==> src/rtl/bts_pkg.sv <==
package bts_pkg;

  localparam int MAX_SAMPLES_DEF = 256;
  localparam int VALUE_W = 32;
  localparam int LABEL_W = 2;
  localparam int SCORE_W = 9;
  localparam int GAP_W = 32;
  localparam int IN_DATA_W = 32;
  localparam int OUT_DATA_W = 48;

  localparam logic [LABEL_W-1:0] LABEL_NEG = 2'd0;
  localparam logic [LABEL_W-1:0] LABEL_POS = 2'd1;

  // 0.1 in q16.16
  localparam logic signed [VALUE_W:0] NARROW_SPAN = 33'sd6553;

  typedef struct packed {
    logic signed [VALUE_W-1:0] value;
    logic [LABEL_W-1:0]        label;
  } entry_t;

  typedef struct packed {
    logic signed [VALUE_W:0] diff;
    logic                    gt;
  } alu_res_t;

endpackage

==> src/rtl/bts_alu.sv <==
module bts_alu (
  input  logic signed [bts_pkg::VALUE_W-1:0] a,
  input  logic signed [bts_pkg::VALUE_W-1:0] b,
  output bts_pkg::alu_res_t                  res
);

  logic signed [bts_pkg::VALUE_W:0] diff;

  assign diff = {a[bts_pkg::VALUE_W-1], a} - {b[bts_pkg::VALUE_W-1], b};

  always_comb begin
    res.diff = diff;
    res.gt   = !diff[bts_pkg::VALUE_W] && (diff != '0);
  end

endmodule

==> config.mk <==
export PLATFORM = sky130hd
export DESIGN_NAME = bts_alu
export DESIGN_NICKNAME = d
export VERILOG_FILES = /design/src/rtl/bts_pkg.sv /design/src/rtl/bts_alu.sv
export SDC_FILE = /design/constraint.sdc
export NUM_CORES = 1
export LEC_CHECK = 0
export BUFFER_PORTS_ARGS = -buffer_cell sky130_fd_sc_hd__buf_2
export CORE_MARGIN = 4
export CORE_UTILIZATION = 39
export DETAILED_ROUTE_END_ITERATION = 7
export PLACE_DENSITY = 0.68
export SYNTH_ARGS = -nofsm -noshare
export SYNTH_HDL_FRONTEND = slang
export SYNTH_SLANG_ARGS = --single-unit
==> constraint.sdc <==
create_clock -name vclk -period 10
set_input_delay 3 -clock vclk [all_inputs]
set_output_delay 3 -clock vclk [all_outputs]
set_load 0.02 [all_outputs]
==> results.md <==
| Parameter | This run | Unit |
|---|---|---|
| Total routed wirelength | 6560 | um |
| Endpoints failing hold | 0 | - |
| Clock buf count | 0 | - |
| Count of buffering cells on the critical path with inverters included | 3 | - |
| Slew at the pin closest to its max-slew limit | 0.773 | ns |
| Endpoint class of the critical path | primary output | - |
| First-pass DRT Iterations | 5 | - |
| Global route total overflow | 0 | - |
| Hold buffers post-CTS | 0 | - |
| Top-Level Pins | 98 | - |
| Nets | 532 | - |
| Final TNS setup | 0 | ns |
| Most instantiated cells after synthesis | 48 x inv_1, 38 x a21oi_1, 34 x nand2_1 | - |
| Status | complete, no violations | - |
| Cell type with the largest total area after synthesis | ha_1 | - |
| Die W | 82.3 | um |
| Worst Slack Setup Final | 0.880 | ns |
| Number of maximum-capacitance constraint violations | 0 | - |
| Final max-slew violation count | 0 | - |
| Total DRC errors in the routed layout | 0 | - |
| Initial Utilization | 41.1 | % |
| Num sequential | 0 | - |
| Worst relative slew slack | 47.9 | % |
| Gates resized, CTS repair | 0 | - |
| Post-Syn Instances | 341 | - |
| Achievable frequency | 110 | MHz |
| Synthesized area per cell | 6.31 | um2 |
| Total power density per cell area | 82.8 | nW/um2 |
| Fraction of final layout cells with drive strength greater than 1 | 25.4 | % |
| Routed vias/inst | 5.37 | - |
| Sequential cell area | 0 | um2 |
| Sequence of cells on the critical path | buf_2 > inv_1 > ha_1 > fa_1 > nand2b_1 > a21oi_2 > o21ai_0 > a21oi_1 > and4b_1 > or3_1 > a2111oi_2 > nand4b_1 > nor4_1 > nor2_1 > buf_2 | - |
| Critical path's top delay family | simple AND/OR/NAND/NOR gates | - |
| Post-route ant nets | 0 | - |
| Global-route wire length before repair | 10400 | um |
| Post-synth cell types | 52 | - |
| Detailed Place HPWL | 5790 | um |
| Startpoint-to-endpoint class of the critical path | input port to primary output | - |
| Min-Delay Path Depth | 4 | - |
| Diode count | 0 | - |
| Largest cells by area after synthesis | ha_1 19%, a21oi_1 8.8%, inv_1 8.4% | - |
| Met1 capacity usage during global routing | 24.2 | % |
| Number of global-route vias before repair | 2428 | - |
| Setup-violating endpoint count in the final report | 0 | - |
| Number of port buffers | 98 | - |
| Detailed-route via count | 2702 | - |
| Power consumption | 224 | uW |
| Area of the core | 5240 | um2 |
| Initial detailed-routing violation count | 195 | - |
| Max stage delay cell, worst path | fa_1 | - |
| Initial antenna violation count | 0 | - |
| Die outline height | 82.3 | um |
| Signal arrival time at the worst endpoint | 6.12 | ns |
| WP data required | 7.00 | ns |
| Worst vdd ir | 0.0436 | mV |
| Synth Net Count | 438 | - |
| Share of synthesized area occupied by flip-flops and latches | 0 | % |
| Full die area | 6770 | um2 |
| Routed wire length per instance | 13.0 | um |
| Crit-path max FO | 4 | - |
| Reported leakage power | 0.00140 | uW |
| Worst Hold Class | input port to primary output | - |
| Cell Area, Placed | 2710 | um2 |
| Cell mode on critical path | buf_2 | - |
| Share of the synthesized area in the top cell type | 18.6 | % |
| Total stage count of the critical path | 15 | - |
| # rows | 26 | - |
| GRT Resource Usage Total | 18.4 | % |
| Post-route fraction of the period consumed by the critical path | 91.2 | % |
| Weighted congestion at the end of routability-driven global placement | 0.939 | - |
| Most heavily used metal layer in global routing | met2 | - |
| Post-Place Setup Slack | 0.882 | ns |
| Setup repair after global routing missed its margin | no | - |
| Startpoint kind of the worst setup timing path | input port | - |
| Met3 Resource Use GR | 1.52 | % |
| Layout overhead on the synthesized area | 25.6 | % |
| Combined area of all synthesized cells | 2150 | um2 |
| Pin count of the biggest net entering global routing | 15 | - |
| Count of warnings emitted by yosys | 0 | - |
| GR Layer Usage met2 | 33.8 | % |
| Min Tclk post-route | 9.12 | ns |
| Post-route standard cell area excluding fillers | 2710 | um2 |
| Number of buffers inserted by post-CTS setup repair | 0 | - |
| Most frequent cell after synthesis | inv_1 | - |
| Max stage delay on crit path | 0.41 | ns |
-- cell usage in the layout (no fill, tap or decap), types with 4 or more instances in the layout --
cell	n
a21oi_1	38
inv_1	48
nand2b_1	10
o211ai_1	7
xnor2_1	14
ha_1	32
nand2_1	34
nor3_1	5
o21a_1	4
or3_1	4
buf_2	98
o21ai_0	19
and2_1	4
nand3_1	15
nor2_1	27
and3_1	4
nand4_1	5
a211oi_1	4
-- worst paths after layout --
| check | from | end | slack (ns) |
|---|---|---|---|
| setup / recovery | a[0] | res[0] | 0.88 |
| hold / removal | b[0] | res[1] | 6.40 |
-- where the power goes --
part           internal, uW  switching, uW  total [uW]
clock network             0              0           0
logic                  85.0            139         224
registers                 0              0           0
total                  85.0            139         224
-- cell families after synthesis --
group / share of synthesized area, %
compound gates: 32.7
buf+inv: 9.59
simple gates: 29.9
fa+ha+maj: 19.5
xor+xnor: 6.91
mux: 1.39
-- through the flow --
step / hold slack [ns] / utilization, % / cells
global route: 6.45 / 51.6 / 503
detailed placement: 6.41 / 51.6 / 503
floorplan: 6.19 / - / 341
CTS: 6.41 / 51.6 / 503
global placement: 6.38 / 51.6 / 503
finish: 6.40 / 51.6 / 503
-- per-layer routing --
metal  wire length [um]  vias to the layer above
met2               3120                       87
met4                 51                        0
met3                435                        9
met1               2950                     1188
met5                  0                        -
li1                   -                     1418
-- final cells by class --
cell class / instances / area (um2)
multi-input cells: 287 / 1950
fillers: 563 / 2530
repair buffers: 98 / 490
well taps: 70 / 87.6
inverters: 48 / 180
No activity file was read; power rests on OpenSTA's default activity.
